===== src/hdl/c8x_pkg.sv =====
// ----------------------------------------------------------------------------
// c8x_pkg
// Types, codes and helpers shared by the instruction execute block.
// ----------------------------------------------------------------------------
package c8x_pkg;

  // Default geometry
  localparam int RamDepthDef    = 4096;
  localparam int StackDepthDef  = 16;
  localparam int ScreenHeightDef = 32;
  localparam int SCREEN_WIDTH   = 64;
  localparam int PROGRAM_START  = 512;
  localparam int FONT_BASE      = 0;

  // Request kinds
  localparam logic [1:0] KIND_EXEC = 2'd0;
  localparam logic [1:0] KIND_MEM  = 2'd1;
  localparam logic [1:0] KIND_ROW  = 2'd2;

  // Status codes
  localparam logic [2:0] ST_OK     = 3'd0;
  localparam logic [2:0] ST_BAD_OP = 3'd1;
  localparam logic [2:0] ST_UNDER  = 3'd2;
  localparam logic [2:0] ST_OVER   = 3'd3;
  localparam logic [2:0] ST_MEM    = 3'd4;
  localparam logic [2:0] ST_KEY    = 3'd5;

  // Timer selects
  localparam logic [1:0] TW_NONE  = 2'd0;
  localparam logic [1:0] TW_DELAY = 2'd1;
  localparam logic [1:0] TW_SOUND = 2'd2;

  // Configuration register indexes
  localparam logic [1:0] CFG_SHIFT_VX = 2'd0;
  localparam logic [1:0] CFG_KEEP_IDX = 2'd1;
  localparam logic [1:0] CFG_WAIT_REL = 2'd2;

  // Opcode top nibbles
  localparam logic [3:0] OP_SYS  = 4'h0;
  localparam logic [3:0] OP_JP   = 4'h1;
  localparam logic [3:0] OP_CALL = 4'h2;
  localparam logic [3:0] OP_SE   = 4'h3;
  localparam logic [3:0] OP_SNE  = 4'h4;
  localparam logic [3:0] OP_SER  = 4'h5;
  localparam logic [3:0] OP_LD   = 4'h6;
  localparam logic [3:0] OP_ADD  = 4'h7;
  localparam logic [3:0] OP_ALU  = 4'h8;
  localparam logic [3:0] OP_SNER = 4'h9;
  localparam logic [3:0] OP_LDI  = 4'hA;
  localparam logic [3:0] OP_JPV  = 4'hB;
  localparam logic [3:0] OP_RND  = 4'hC;
  localparam logic [3:0] OP_DRW  = 4'hD;
  localparam logic [3:0] OP_KEY  = 4'hE;
  localparam logic [3:0] OP_MISC = 4'hF;

  // System and misc sub-codes
  localparam logic [11:0] SYS_CLS  = 12'h0E0;
  localparam logic [11:0] SYS_RET  = 12'h0EE;
  localparam logic [7:0]  KK_SKP   = 8'h9E;
  localparam logic [7:0]  KK_SKNP  = 8'hA1;
  localparam logic [7:0]  KK_LDDT  = 8'h07;
  localparam logic [7:0]  KK_WAIT  = 8'h0A;
  localparam logic [7:0]  KK_SETDT = 8'h15;
  localparam logic [7:0]  KK_SETST = 8'h18;
  localparam logic [7:0]  KK_ADDI  = 8'h1E;
  localparam logic [7:0]  KK_FONT  = 8'h29;
  localparam logic [7:0]  KK_BCD   = 8'h33;
  localparam logic [7:0]  KK_STORE = 8'h55;
  localparam logic [7:0]  KK_LOAD  = 8'h65;

  // ALU selectors
  localparam logic [3:0] ALU_MOV  = 4'h0;
  localparam logic [3:0] ALU_OR   = 4'h1;
  localparam logic [3:0] ALU_AND  = 4'h2;
  localparam logic [3:0] ALU_XOR  = 4'h3;
  localparam logic [3:0] ALU_ADD  = 4'h4;
  localparam logic [3:0] ALU_SUB  = 4'h5;
  localparam logic [3:0] ALU_SHR  = 4'h6;
  localparam logic [3:0] ALU_SUBN = 4'h7;
  localparam logic [3:0] ALU_SHL  = 4'hE;

  // Instruction classes that need follow-up sequencing
  typedef enum logic [2:0] {
    CL_SIMPLE, CL_FLAG, CL_DRAW, CL_BCD, CL_STORE, CL_LOAD
  } cls_e;

  // Datapath commands, one per controller step
  typedef enum logic [4:0] {
    CMD_NONE, CMD_LATCH, CMD_RDX, CMD_RDY, CMD_EXEC, CMD_FLAG, CMD_DMOD,
    CMD_DRD, CMD_DWR, CMD_DVF, CMD_BCD, CMD_BST, CMD_BLDR, CMD_BLDW,
    CMD_MEMWR, CMD_ROWRD, CMD_ROWCAP, CMD_RESULT
  } cmd_op_e;

  typedef struct packed {
    logic [1:0]  kind;
    logic [15:0] opcode;
    logic [7:0]  random_byte;
    logic [15:0] keys_held;
    logic [7:0]  delay_value;
    logic [11:0] address;
    logic [7:0]  data;
  } in_req_t;

  typedef struct packed {
    logic [2:0]  status;
    logic [15:0] next_pc;
    logic [1:0]  timer_write;
    logic [7:0]  timer_value;
    logic [63:0] display_row;
    logic        waiting_key;
  } out_rsp_t;

  typedef struct packed {
    cmd_op_e op;
  } cmd_t;

  typedef struct packed {
    logic [1:0] kind;
    logic       fault;
    cls_e       cls;
    logic       cnt_last;
    logic       row_ok;
    logic       draw_empty;
  } sts_t;

  // One decimal digit of an 8-bit value: 0 hundreds, 1 tens, 2 ones
  function automatic logic [7:0] bcd_digit(input logic [7:0] v, input logic [1:0] sel);
    logic [7:0]  hund;
    logic [7:0]  rem;
    logic [15:0] prod;
    logic [7:0]  tens;
    logic [7:0]  ones;
    hund = (v >= 8'd200) ? 8'd2 : ((v >= 8'd100) ? 8'd1 : 8'd0);
    rem  = v - 8'(hund * 8'd100);
    prod = 16'(rem) * 16'd205;
    tens = 8'(prod >> 11);
    ones = rem - 8'(tens * 8'd10);
    unique case (sel)
      2'd0:    bcd_digit = hund;
      2'd1:    bcd_digit = tens;
      default: bcd_digit = ones;
    endcase
  endfunction

endpackage


===== src/hdl/c8x_ctrl.sv =====
// ----------------------------------------------------------------------------
// c8x_ctrl
// Sequencer: accepts requests, steps the datapath, hands off results.
// ----------------------------------------------------------------------------
module c8x_ctrl (
  input  logic          clk_i,
  input  logic          rst_ni,
  input  logic          in_valid_i,
  output logic          in_ready_o,
  output logic          out_valid_o,
  input  logic          out_ready_i,
  output c8x_pkg::cmd_t cmd_o,
  input  c8x_pkg::sts_t sts_i
);
  import c8x_pkg::*;

  localparam logic [4:0] S_IDLE   = 5'd0;
  localparam logic [4:0] S_DISP   = 5'd1;
  localparam logic [4:0] S_RDX    = 5'd2;
  localparam logic [4:0] S_RDY    = 5'd3;
  localparam logic [4:0] S_EXEC   = 5'd4;
  localparam logic [4:0] S_FLAG   = 5'd5;
  localparam logic [4:0] S_DMOD   = 5'd6;
  localparam logic [4:0] S_DRD    = 5'd7;
  localparam logic [4:0] S_DWR    = 5'd8;
  localparam logic [4:0] S_DVF    = 5'd9;
  localparam logic [4:0] S_BCD    = 5'd10;
  localparam logic [4:0] S_BST    = 5'd11;
  localparam logic [4:0] S_BLDR   = 5'd12;
  localparam logic [4:0] S_BLDW   = 5'd13;
  localparam logic [4:0] S_MEMWR  = 5'd14;
  localparam logic [4:0] S_ROWRD  = 5'd15;
  localparam logic [4:0] S_ROWCAP = 5'd16;
  localparam logic [4:0] S_RESULT = 5'd17;

  logic [4:0] state_q, state_d;
  logic       out_valid_q, out_valid_d;
  logic       res_load;

  assign in_ready_o  = (state_q == S_IDLE);
  assign out_valid_o = out_valid_q;
  assign res_load    = (state_q == S_RESULT) && (!out_valid_q || out_ready_i);

  // Next state and command
  always_comb begin
    state_d   = state_q;
    cmd_o.op  = CMD_NONE;
    unique case (state_q)
      S_IDLE: begin
        if (in_valid_i) begin
          cmd_o.op = CMD_LATCH;
          state_d  = S_DISP;
        end
      end
      S_DISP: begin
        unique case (sts_i.kind)
          KIND_EXEC: state_d = S_RDX;
          KIND_MEM:  state_d = S_MEMWR;
          KIND_ROW:  state_d = S_ROWRD;
          default:   state_d = S_RESULT;
        endcase
      end
      S_RDX: begin
        cmd_o.op = CMD_RDX;
        state_d  = S_RDY;
      end
      S_RDY: begin
        cmd_o.op = CMD_RDY;
        state_d  = S_EXEC;
      end
      S_EXEC: begin
        cmd_o.op = CMD_EXEC;
        if (sts_i.fault) begin
          state_d = S_RESULT;
        end else begin
          unique case (sts_i.cls)
            CL_FLAG:  state_d = S_FLAG;
            CL_DRAW:  state_d = S_DMOD;
            CL_BCD:   state_d = S_BCD;
            CL_STORE: state_d = S_BST;
            CL_LOAD:  state_d = S_BLDR;
            default:  state_d = S_RESULT;
          endcase
        end
      end
      S_FLAG: begin
        cmd_o.op = CMD_FLAG;
        state_d  = S_RESULT;
      end
      S_DMOD: begin
        cmd_o.op = CMD_DMOD;
        if (sts_i.row_ok) state_d = sts_i.draw_empty ? S_DVF : S_DRD;
      end
      S_DRD: begin
        cmd_o.op = CMD_DRD;
        state_d  = S_DWR;
      end
      S_DWR: begin
        cmd_o.op = CMD_DWR;
        state_d  = sts_i.cnt_last ? S_DVF : S_DRD;
      end
      S_DVF: begin
        cmd_o.op = CMD_DVF;
        state_d  = S_RESULT;
      end
      S_BCD: begin
        cmd_o.op = CMD_BCD;
        if (sts_i.cnt_last) state_d = S_RESULT;
      end
      S_BST: begin
        cmd_o.op = CMD_BST;
        if (sts_i.cnt_last) state_d = S_RESULT;
      end
      S_BLDR: begin
        cmd_o.op = CMD_BLDR;
        state_d  = S_BLDW;
      end
      S_BLDW: begin
        cmd_o.op = CMD_BLDW;
        state_d  = sts_i.cnt_last ? S_RESULT : S_BLDR;
      end
      S_MEMWR: begin
        cmd_o.op = CMD_MEMWR;
        state_d  = S_RESULT;
      end
      S_ROWRD: begin
        cmd_o.op = CMD_ROWRD;
        state_d  = S_ROWCAP;
      end
      S_ROWCAP: begin
        cmd_o.op = CMD_ROWCAP;
        state_d  = S_RESULT;
      end
      S_RESULT: begin
        if (res_load) begin
          cmd_o.op = CMD_RESULT;
          state_d  = S_IDLE;
        end
      end
      default: state_d = S_IDLE;
    endcase
  end

  // Hold a result until taken
  always_comb begin
    out_valid_d = out_valid_q;
    if (res_load)         out_valid_d = 1'b1;
    else if (out_ready_i) out_valid_d = 1'b0;
  end

  always_ff @(posedge clk_i or negedge rst_ni) begin
    if (!rst_ni) begin
      state_q     <= S_IDLE;
      out_valid_q <= 1'b0;
    end else begin
      state_q     <= state_d;
      out_valid_q <= out_valid_d;
    end
  end

endmodule


===== config.mk =====
export PLATFORM = sky130hd
export DESIGN_NAME = c8x_ctrl
export DESIGN_NICKNAME = d
export VERILOG_FILES = /design/src/hdl/c8x_pkg.sv /design/src/hdl/c8x_ctrl.sv
export SDC_FILE = /design/constraint.sdc
export NUM_CORES = 1
export LEC_CHECK = 0
export ABC_CLOCK_PERIOD_IN_PS = 4600
export BUFFER_PORTS_ARGS = -buffer_cell sky130_fd_sc_hd__buf_2
export CORE_MARGIN = 4
export CORE_UTILIZATION = 51
export CTS_CLUSTER_DIAMETER = 50
export CTS_CLUSTER_SIZE = 10
export DETAILED_ROUTE_END_ITERATION = 10
export HOLD_SLACK_MARGIN = 0.06
export PLACE_DENSITY = 0.77
export SETUP_SLACK_MARGIN = 0.02
export SLEW_MARGIN = 5
export SYNTH_ARGS = -nofsm -noshare
export SYNTH_HDL_FRONTEND = slang
export SYNTH_SLANG_ARGS = --single-unit

===== constraint.sdc =====
create_clock -name clk_i -period 4.6 [get_ports clk_i]
set_clock_uncertainty 0.15 [all_clocks]
set_input_delay 0.46 -clock clk_i [delete_from_list [all_inputs] [get_ports clk_i]]
set_output_delay 0.46 -clock clk_i [all_outputs]
set_load 0.1 [all_outputs]

# == Word-level counts from Yosys, hierarchy flattened ==
# Cells that the tools add are included.
# W data, S select, Z words.
# word_totals
register_bits,6
wordCells,55
# classes
n_reduce_logical,9
n_mux,16
n_eq_ne,28
# ops
op,n
$pmux W5 S17,1
$pmux W5 S14,1
$eq A5 B4 Y1 const B,8
$mux W5,7
$pmux W5 S5,1
$eq A5 B3 Y1 const B,4
$pmux W5 S3,1
$eq A5 B2 Y1 const B,2
$eq A5 B5 Y1 const B,2
$mux W4,2
$eq A3 B2 Y1 const B,2
$eq A3 B3 Y1 const B,2
$ne A2 B2 Y1 const B,3
$eq A5 B1 Y1 const B,1
$logic_not A5 Y1,1
$reduce_and A4 Y1,1
$reduce_or A4 Y1,1
$eq A3 B1 Y1 const B,1
$mux W1,3
$eq A2 B1 Y1 const B,1
$eq A2 B2 Y1 const B,1
$logic_not A2 Y1,1
$ne A2 B1 Y1 const B,1
$reduce_bool A2 Y1,1
4 further kinds,4

# == Longest topological paths before layout ==
# Gate-level depths: netlist (run 1).
# logic_depth
depth_word,5
ltp_mapped,7
depth_no_buf,7

# == Worst setup path after synthesis (run 1) ==
# OpenSTA, ideal clock, no wires.
# synth_path
path_kind,flip-flop to output port
from,register state_q[0]
to,output port cmd_o[0] (netlist bit)
setup_slack_ps,903
n_path_buf,2
arrival_ps,3087
path_stages_with_launch,5
required_ps,3990
path_cell_list,dfrtp_1 > clkbuf_1 > buf_1 > nand2b_1 > o21ai_0
# synth_rtl
item,line,text
start: declaration,c8x_ctrl.sv:36,"logic [4:0] state_q, state_d;"
start signal: assignment,c8x_ctrl.sv:156,state_q <= state_d;
end: declaration,c8x_ctrl.sv:12,"output c8x_pkg::cmd_t cmd_o,"

# == Worst setup path in the final report (run 1) ==
# layout_path
from,register state_q[0]
to,output port in_ready_o
# layout_via
elab_chain_cells,1
# layout_rtl
item,line,text
$logic_not A5 Y1,c8x_ctrl.sv:40,assign in_ready_o = (state_q == S_IDLE);
end: declaration,c8x_ctrl.sv:9,"output logic in_ready_o,"
# No other way between the ends.

==> run_summary.xml, run 1 <==
<?xml version="1.0" encoding="UTF-8"?>
<metrics>
  <group name="yosys">
    <metric name="synth_top_cell_by_area" unit="">sky130_fd_sc_hd__dfrtp_1</metric>
    <metric name="synth.net_count" unit="">123</metric>
    <metric name="number_of_distinct_library_cell_variants_in_the_gate_level_netlist_after_synthesis" unit="">42</metric>
    <metric name="postSynth.asyncResetShare" unit="%">100</metric>
    <metric name="post_synth.cell_area_avg" unit="µm²">7.24</metric>
    <metric name="yosysSeqAreaShare" unit="%">19.6</metric>
    <metric name="synth_enable_flop_cells" unit="">0</metric>
    <metric name="synthCells" unit="">106</metric>
    <metric name="synth_top_area_share" unit="%">19.6</metric>
    <metric name="synth.ff_latch_count" unit="">6</metric>
    <metric name="yosys_most_used_dff" unit="">sky130_fd_sc_hd__dfrtp_1</metric>
    <metric name="synth.top_cells.by_area" unit="">sky130_fd_sc_hd__dfrtp_1 (20%), sky130_fd_sc_hd__ha_1 (6.5%), sky130_fd_sc_hd__nor3_1 (5.2%)</metric>
    <metric name="synth_area" unit="µm²">767</metric>
    <metric name="number_of_warnings_issued_by_yosys" unit="">0</metric>
  </group>
  <group name="sta">
    <metric name="report.final.setup_viol" unit="">0</metric>
    <metric name="max-slew-margin-rel" unit="%">59.0</metric>
    <metric name="layout_worst_path_cycle_share" unit="%">55.1</metric>
    <metric name="drv_slew" unit="">0</metric>
    <metric name="worst_margin_pin_slew" unit="ns">0.615</metric>
    <metric name="final_hold_viol_count" unit="">0</metric>
    <metric name="rsz0062_at_grt" unit="">no</metric>
    <metric name="maxClockFrequency" unit="MHz">395</metric>
    <metric name="min_period" unit="ns">2.53</metric>
    <metric name="final.setup.tns" unit="ns">0</metric>
  </group>
  <group name="layout">
    <metric name="nets" unit="">141</metric>
    <metric name="antennaDiodeCount" unit="">0</metric>
    <metric name="area_delta_synth_final" unit="%">14.7</metric>
    <metric name="fraction_of_layout_cells_with_a_size_suffix_above_1" unit="%">21.3</metric>
  </group>
  <group name="clocking">
    <metric name="cts-root-buf" unit="">sky130_fd_sc_hd__clkbuf_4</metric>
    <metric name="tritoncts" unit="">done</metric>
    <metric name="post-cts-setup-buffer-count" unit="">0</metric>
    <metric name="worst_setup_hold_path_clk_slew" unit="ns">0.05</metric>
    <metric name="worst_skew_pair.late_latency" unit="ns">0.25</metric>
    <metric name="cts_num_sinks" unit="">6</metric>
    <metric name="post_cts_resize_count" unit="">0</metric>
    <metric name="cts_made_buffers" unit="">3</metric>
    <metric name="cts.hold.buffers_added" unit="">1</metric>
    <metric name="cts_max_path_buffers" unit="">2</metric>
    <metric name="cts_max_level" unit="">1</metric>
  </group>
  <group name="drt">
    <metric name="ant_nets" unit="">0</metric>
    <metric name="drc_viols" unit="">0</metric>
    <metric name="detailed_routing_iterations_pass_1" unit="">4</metric>
    <metric name="vias" unit="">876</metric>
    <metric name="postRouteWirelength" unit="mm">1.98</metric>
    <metric name="vias_per_cell" unit="">6.39</metric>
    <metric name="drt_iter0_drc" unit="">26</metric>
    <metric name="drt-wirelength-per-cell" unit="µm">14.5</metric>
  </group>
  <group name="setup_path">
    <metric name="delay_of_the_slowest_cell_on_the_worst_path" unit="ns">0.60</metric>
    <metric name="crit_required" unit="ns">3.99</metric>
    <metric name="end_kind" unit="">output pin</metric>
    <metric name="worst_r2r_path_depth" unit="">5</metric>
    <metric name="critPathKind" unit="">register to output pin</metric>
    <metric name="crit_chain" unit="">or3_1, nor2_1, buf_2</metric>
    <metric name="cp.arrival" unit="ns">1.92</metric>
    <metric name="setup.worst_path.start_class" unit="">register</metric>
    <metric name="critPathSlowestCell" unit="">sky130_fd_sc_hd__dfrtp_1</metric>
    <metric name="largest_fanout_on_the_critical_path" unit="">23</metric>
  </group>
  <group name="floorplan">
    <metric name="die_width" unit="µm">46.8</metric>
    <metric name="core-area" unit="mm²">0.00137</metric>
    <metric name="io_pins" unit="">20</metric>
    <metric name="die_area" unit="mm²">0.00219</metric>
    <metric name="dieHeight" unit="µm">46.8</metric>
    <metric name="std_cell_rows" unit="">13</metric>
    <metric name="floorplan.initialDensity" unit="%">56.1</metric>
  </group>
  <group name="global_route">
    <metric name="largest_net_degree_at_the_start_of_global_routing" unit="">24</metric>
    <metric name="grt_antenna_before_repair" unit="">0</metric>
    <metric name="number_of_global_route_vias_before_repair" unit="">756</metric>
    <metric name="grt_first_pass_wirelength" unit="mm">3.22</metric>
    <metric name="global_route.usage.total" unit="%">20.1</metric>
    <metric name="grt_overflow_total" unit="">0</metric>
  </group>
  <group name="placement">
    <metric name="place.gp.congestion" unit="">0.882</metric>
    <metric name="dp_hpwl" unit="mm">1.48</metric>
    <metric name="placement.io_buffers" unit="">19</metric>
  </group>
  <group name="worst_hold_path">
    <metric name="worstHoldPathType" unit="">input port to register</metric>
    <metric name="number_of_cells_traversed_by_the_worst_hold_path" unit="">3</metric>
  </group>
  <group name="run_status">
    <metric name="outcome" unit="">finished, final reports clean</metric>
  </group>
  <group name="run">
    <metric name="maxCapViolations" unit="">0</metric>
  </group>
</metrics>
worst max-delay path, delay by kind of cell, from the launching register on:
| family | cells | cell delay, ns |
|---|---|---|
| flip-flops | 1 | 0.60 |
| buffers and inverters | 1 | 0.44 |
| AND/OR/NAND/NOR | 2 | 0.63 |
routing by layer:
layer,global-route usage [%],vias up,part of all wire [%]
met5,0,-,0
met4,3.31,0,0.56
met3,6.13,2,7.6
met2,30.9,39,49
met1,28.4,406,43
li1,-,429,-
flip-flops by register name, indices dropped and copies added (netlist names):
signal and flops:
out_valid_o 1, state_q 5
final cells by class:
class | count | area (µm²)
well taps | 15 | 18.8
inverters | 6 | 22.5
fillers | 130 | 487
repair buffers | 20 | 105
clock buffers | 3 | 22.5
flip-flops and latches | 6 | 150
multi-input cells | 87 | 561
cells in the mapped netlist (3+ instances only):
| master | count |
|---|---|
| sky130_fd_sc_hd__a21oi_1 | 5 |
| sky130_fd_sc_hd__nand2_1 | 7 |
| sky130_fd_sc_hd__or3_1 | 3 |
| sky130_fd_sc_hd__inv_1 | 6 |
| sky130_fd_sc_hd__nand3_1 | 4 |
| sky130_fd_sc_hd__nor3_1 | 8 |
| sky130_fd_sc_hd__clkbuf_1 | 5 |
| sky130_fd_sc_hd__ha_1 | 4 |
| sky130_fd_sc_hd__o21ai_0 | 6 |
| sky130_fd_sc_hd__nor2_1 | 9 |
| sky130_fd_sc_hd__nor2b_1 | 3 |
| sky130_fd_sc_hd__dfrtp_1 | 6 |
| sky130_fd_sc_hd__nand2b_1 | 6 |
placed cells by master (no fill, tap or decap), types with 2 or more instances in the layout:
cell                       count
sky130_fd_sc_hd__nand4_1       2
sky130_fd_sc_hd__clkbuf_4      3
sky130_fd_sc_hd__nand3_1       4
sky130_fd_sc_hd__inv_1         6
sky130_fd_sc_hd__or2_2         2
sky130_fd_sc_hd__nor3_1        8
sky130_fd_sc_hd__dfrtp_1       6
sky130_fd_sc_hd__nor2b_1       3
sky130_fd_sc_hd__o21ai_0       6
sky130_fd_sc_hd__or3_1         3
sky130_fd_sc_hd__a211o_1       2
sky130_fd_sc_hd__nor2_1        9
sky130_fd_sc_hd__a211oi_1      2
sky130_fd_sc_hd__nand2b_1      6
sky130_fd_sc_hd__nand2_1       7
sky130_fd_sc_hd__and3b_1       2
sky130_fd_sc_hd__a21oi_1       5
sky130_fd_sc_hd__buf_2        19
sky130_fd_sc_hd__ha_1          4
final timing paths:
path	slack (ns)	endpoint	start
max	2.07	in_ready_o	state_q[0]
min	0.41	out_valid_o	out_ready_i
max reg2reg	2.46	state_q[0]	state_q[4]
min reg2reg	0.41	out_valid_o	out_valid_o
max in group asynchronous	3.74	out_valid_o	rst_ni
min in group asynchronous	0.42	state_q[1]	rst_ni
cell families after synthesis:
family | synth area share, %
AND/OR/NAND/NOR | 37.4
AO/OA/AOI/OAI | 28.1
buffers and inverters | 7.34
flip-flops | 19.6
adder cells (fa/ha/maj) | 6.53
XOR/XNOR | 1.14
through the flow:
step	utilization, %	setup WS (ns)	instance area (µm²)	std cells	hold WS (ns)
6_report	64.4	2.07	880	137	0.412
5_1_grt	64.4	1.87	880	137	0.438
3_5_place_dp	62.0	2.28	847	133	0.137
4_1_cts	64.4	2.09	880	137	0.405
3_3_place_gp	62.0	2.34	847	133	0.137
2_1_floorplan	-	0.903	767	106	0.0144
Power of run 1 is left out: the tool's default activity adds up to more than one toggle a clock period on the data nets, which glitch-free logic cannot reach.
==> inputs of run 2 (changes only) <==
Settings changed: ABC_AREA set to 1, ABC_CLOCK_PERIOD_IN_PS 4600 to 2100, CORE_UTILIZATION 51 to 46, PLACE_DENSITY 0.77 to 0.74.
Clock period 4.6 ns to 2.1 ns, I/O delays scaled along.
==> run 2 against run 1 <==
Net effect: wire length decreased by 2.9%; final area up 10%; sequential cell count unchanged; largest cell class unchanged.
==> run_summary.xml, run 2 <==
<?xml version="1.0" encoding="UTF-8"?>
<metrics>
  <group name="floorplan">
    <metric name="io_pins" unit="">20</metric>
    <metric name="std_cell_rows" unit="">14</metric>
    <metric name="die_area" unit="mm²">0.00241</metric>
    <metric name="core-area" unit="mm²">0.00156</metric>
    <metric name="dieHeight" unit="µm">49.1</metric>
    <metric name="die_width" unit="µm">49.1</metric>
    <metric name="floorplan.initialDensity" unit="%">49.8</metric>
  </group>
  <group name="sta">
    <metric name="rsz0062_at_grt" unit="">no</metric>
    <metric name="maxClockFrequency" unit="MHz">509</metric>
    <metric name="whs" unit="ns">0.0747</metric>
    <metric name="report.final.setup_viol" unit="">0</metric>
    <metric name="final_hold_viol_count" unit="">0</metric>
    <metric name="min_period" unit="ns">1.97</metric>
    <metric name="final.setup.tns" unit="ns">0</metric>
    <metric name="max-slew-margin-rel" unit="%">67.7</metric>
    <metric name="drv_slew" unit="">0</metric>
    <metric name="worst_margin_pin_slew" unit="ns">0.487</metric>
    <metric name="layout_worst_path_cycle_share" unit="%">93.6</metric>
  </group>
  <group name="clocking">
    <metric name="cts_num_sinks" unit="">6</metric>
    <metric name="cts_made_buffers" unit="">3</metric>
    <metric name="cts_max_level" unit="">1</metric>
    <metric name="cts_max_path_buffers" unit="">2</metric>
    <metric name="worst_setup_hold_path_clk_slew" unit="ns">0.04</metric>
    <metric name="post-cts-setup-buffer-count" unit="">0</metric>
    <metric name="worst_skew_pair.late_latency" unit="ns">0.25</metric>
    <metric name="tritoncts" unit="">done</metric>
    <metric name="cts-root-buf" unit="">sky130_fd_sc_hd__clkbuf_4</metric>
  </group>
  <group name="layout">
    <metric name="antennaDiodeCount" unit="">0</metric>
    <metric name="number_of_flip_flops_under_the_largest_register_name" unit="">5</metric>
    <metric name="layout_common_cells" unit="">sky130_fd_sc_hd__nand2_1 (41), sky130_fd_sc_hd__nor2_1 (16), sky130_fd_sc_hd__buf_2 (16)</metric>
    <metric name="area_delta_synth_final" unit="%">25.0</metric>
    <metric name="fraction_of_layout_cells_with_a_size_suffix_above_1" unit="%">31.0</metric>
    <metric name="layout_commonest_cell" unit="">sky130_fd_sc_hd__nand2_1</metric>
    <metric name="nets" unit="">176</metric>
    <metric name="registers.top_by_ff_count" unit="">state_q</metric>
  </group>
  <group name="yosys">
    <metric name="number_of_warnings_issued_by_yosys" unit="">0</metric>
    <metric name="synth_area" unit="µm²">777</metric>
    <metric name="synth_top_cell_by_area" unit="">sky130_fd_sc_hd__nand2_1</metric>
    <metric name="synthCells" unit="">134</metric>
    <metric name="synth.top_cells.by_area" unit="">sky130_fd_sc_hd__nand2_1 (20%), sky130_fd_sc_hd__dfrtp_1 (19%), sky130_fd_sc_hd__nand3_1 (10%)</metric>
    <metric name="yosysSeqAreaShare" unit="%">19.3</metric>
    <metric name="synth_top_area_share" unit="%">19.8</metric>
    <metric name="synth_enable_flop_cells" unit="">0</metric>
    <metric name="synth.net_count" unit="">151</metric>
    <metric name="synth.ff_latch_count" unit="">6</metric>
    <metric name="number_of_distinct_library_cell_variants_in_the_gate_level_netlist_after_synthesis" unit="">22</metric>
    <metric name="postSynth.asyncResetShare" unit="%">100</metric>
    <metric name="post_synth.cell_area_avg" unit="µm²">5.80</metric>
    <metric name="synth_commonest_cells" unit="">sky130_fd_sc_hd__nand2_1 (41), sky130_fd_sc_hd__nor2_1 (18), sky130_fd_sc_hd__nand3_1 (16), sky130_fd_sc_hd__inv_1 (12), sky130_fd_sc_hd__inv_2 (8)</metric>
    <metric name="yosys_most_used_dff" unit="">sky130_fd_sc_hd__dfrtp_1</metric>
    <metric name="synth.most_common_cell" unit="">sky130_fd_sc_hd__nand2_1</metric>
  </group>
  <group name="drt">
    <metric name="vias_per_cell" unit="">5.28</metric>
    <metric name="drt_iter0_drc" unit="">27</metric>
    <metric name="drc_viols" unit="">0</metric>
    <metric name="postRouteWirelength" unit="mm">1.92</metric>
    <metric name="ant_nets" unit="">0</metric>
    <metric name="vias" unit="">918</metric>
    <metric name="drt-wirelength-per-cell" unit="µm">11.0</metric>
    <metric name="detailed_routing_iterations_pass_1" unit="">5</metric>
  </group>
  <group name="worst_hold_path">
    <metric name="worstHoldPathType" unit="">input port to register</metric>
  </group>
  <group name="power">
    <metric name="power_density" unit="mW/mm²">1780</metric>
    <metric name="p_leak" unit="nW">0.559</metric>
    <metric name="max-vdd-ir-drop" unit="V">0.000856</metric>
    <metric name="design_power_total" unit="W">0.00173</metric>
  </group>
  <group name="global_route">
    <metric name="number_of_global_route_vias_before_repair" unit="">818</metric>
    <metric name="grt_overflow_total" unit="">0</metric>
    <metric name="global_route.usage.total" unit="%">17.6</metric>
    <metric name="largest_net_degree_at_the_start_of_global_routing" unit="">10</metric>
    <metric name="grt_antenna_before_repair" unit="">0</metric>
    <metric name="grt_first_pass_wirelength" unit="mm">3.37</metric>
  </group>
  <group name="setup_path">
    <metric name="end_kind" unit="">output pin</metric>
    <metric name="delay_of_the_slowest_cell_on_the_worst_path" unit="ns">0.46</metric>
    <metric name="crit_required" unit="ns">1.74</metric>
    <metric name="critical-path-top-cell-by-count" unit="">sky130_fd_sc_hd__nand2_1</metric>
    <metric name="critPathKind" unit="">register to output pin</metric>
    <metric name="setup.worst_path.start_class" unit="">register</metric>
    <metric name="cp.arrival" unit="ns">1.61</metric>
    <metric name="largest_fanout_on_the_critical_path" unit="">7</metric>
    <metric name="crit_chain" unit="">nor2_4, nand4_2, inv_1, nand2_1, nand2_1, clkbuf_4</metric>
    <metric name="critPathSlowestCell" unit="">sky130_fd_sc_hd__dfrtp_1</metric>
  </group>
  <group name="run_status">
    <metric name="outcome" unit="">finished, final reports clean</metric>
  </group>
  <group name="placement">
    <metric name="place.gp.congestion" unit="">0.853</metric>
    <metric name="dp_hpwl" unit="mm">1.68</metric>
    <metric name="placement.io_buffers" unit="">19</metric>
  </group>
  <group name="run">
    <metric name="maxCapViolations" unit="">0</metric>
  </group>
</metrics>
run 2: changes by cell type after synthesis, moves of 5 or more:
cell                       delta
sky130_fd_sc_hd__clkbuf_1     -5
sky130_fd_sc_hd__nor2_1       +9
sky130_fd_sc_hd__nor3_1       -6
sky130_fd_sc_hd__nand2b_1     -6
sky130_fd_sc_hd__inv_2        +8
sky130_fd_sc_hd__nand2_1     +34
sky130_fd_sc_hd__inv_1        +6
sky130_fd_sc_hd__nand3_1     +12
run 2: layer usage:
metal / GRT usage (%) / vias to the layer above / part of all wire (%)
met3: 3.06 / 2 / 5.5
li1: - / 470 / -
met2: 30.4 / 28 / 51
met4: 5.69 / 0 / 0.52
met1: 21.9 / 418 / 43
met5: 0 / - / 0
run 2: final cells by class:
class	count	area (µm²)
Inverter	21	82.6
Fill cell	156	588
Sequential cell	6	151
Clock buffer	4	26.3
Timing Repair Buffer	21	133
Tap cell	16	20.0
Multi-Input combinational cell	106	558
run 2: report_power, final:
| group | switching [W] | leakage [nW] | internal, W | total [W] |
|---|---|---|---|---|
| Sequential | 0.0000999 | 0.0765 | 0.000168 | 0.000268 |
| Clock | 0.0000465 | 0.0150 | 0.0000723 | 0.000119 |
| Combinational | 0.000983 | 0.467 | 0.000360 | 0.00134 |
run 2: kinds of logic after synthesis:
group           Yosys count  share of synthesized area, %
flops                     6                          19.3
buf+inv                  22                          11.1
fa+ha+maj                 4                          6.44
simple gates             90                          54.3
compound gates           12                          8.86
run 2: path summary, 6_finish.rpt:
check	start	endpoint	slack (ns)	cells past startpoint
setup reg to reg	state_q[0]	state_q[0]	0.42	9
min in group asynchronous	rst_ni	state_q[4]	0.17	2
hold / removal	sts_i[1]	state_q[2]	0.07	4
setup / recovery	state_q[3]	cmd_o[4]	0.13	6
max in group asynchronous	rst_ni	out_valid_o	1.48	2
hold reg to reg	out_valid_o	out_valid_o	0.38	2
run 2: what timing repair did:
action | in CTS | in global routing
resized for setup | 0 | 2
hold buffers | 1 | 0
endpoints found under the hold margin | 6 | 0
setup endpoints to repair | 0 | 2
run 2: critical path, delay by kind of cell, from the launching register on:
family | cells | cell delay, ns
flip-flops | 1 | 0.46
buffers and inverters | 2 | 0.39
AND/OR/NAND/NOR | 4 | 0.50
run 2: per-stage QoR:
step           area (µm²)  std cells  setup slack (ns)  utilization (%)
2_1_floorplan         800        134            0.0282                -
3_3_place_gp          930        169             0.336             59.6
3_5_place_dp          930        169             0.305             59.6
4_1_cts               966        174            0.0380             62.0
5_1_grt               971        174            0.0208             62.3
6_report              971        174             0.135             62.3
Note: power is estimated with default switching activity, not from simulation.
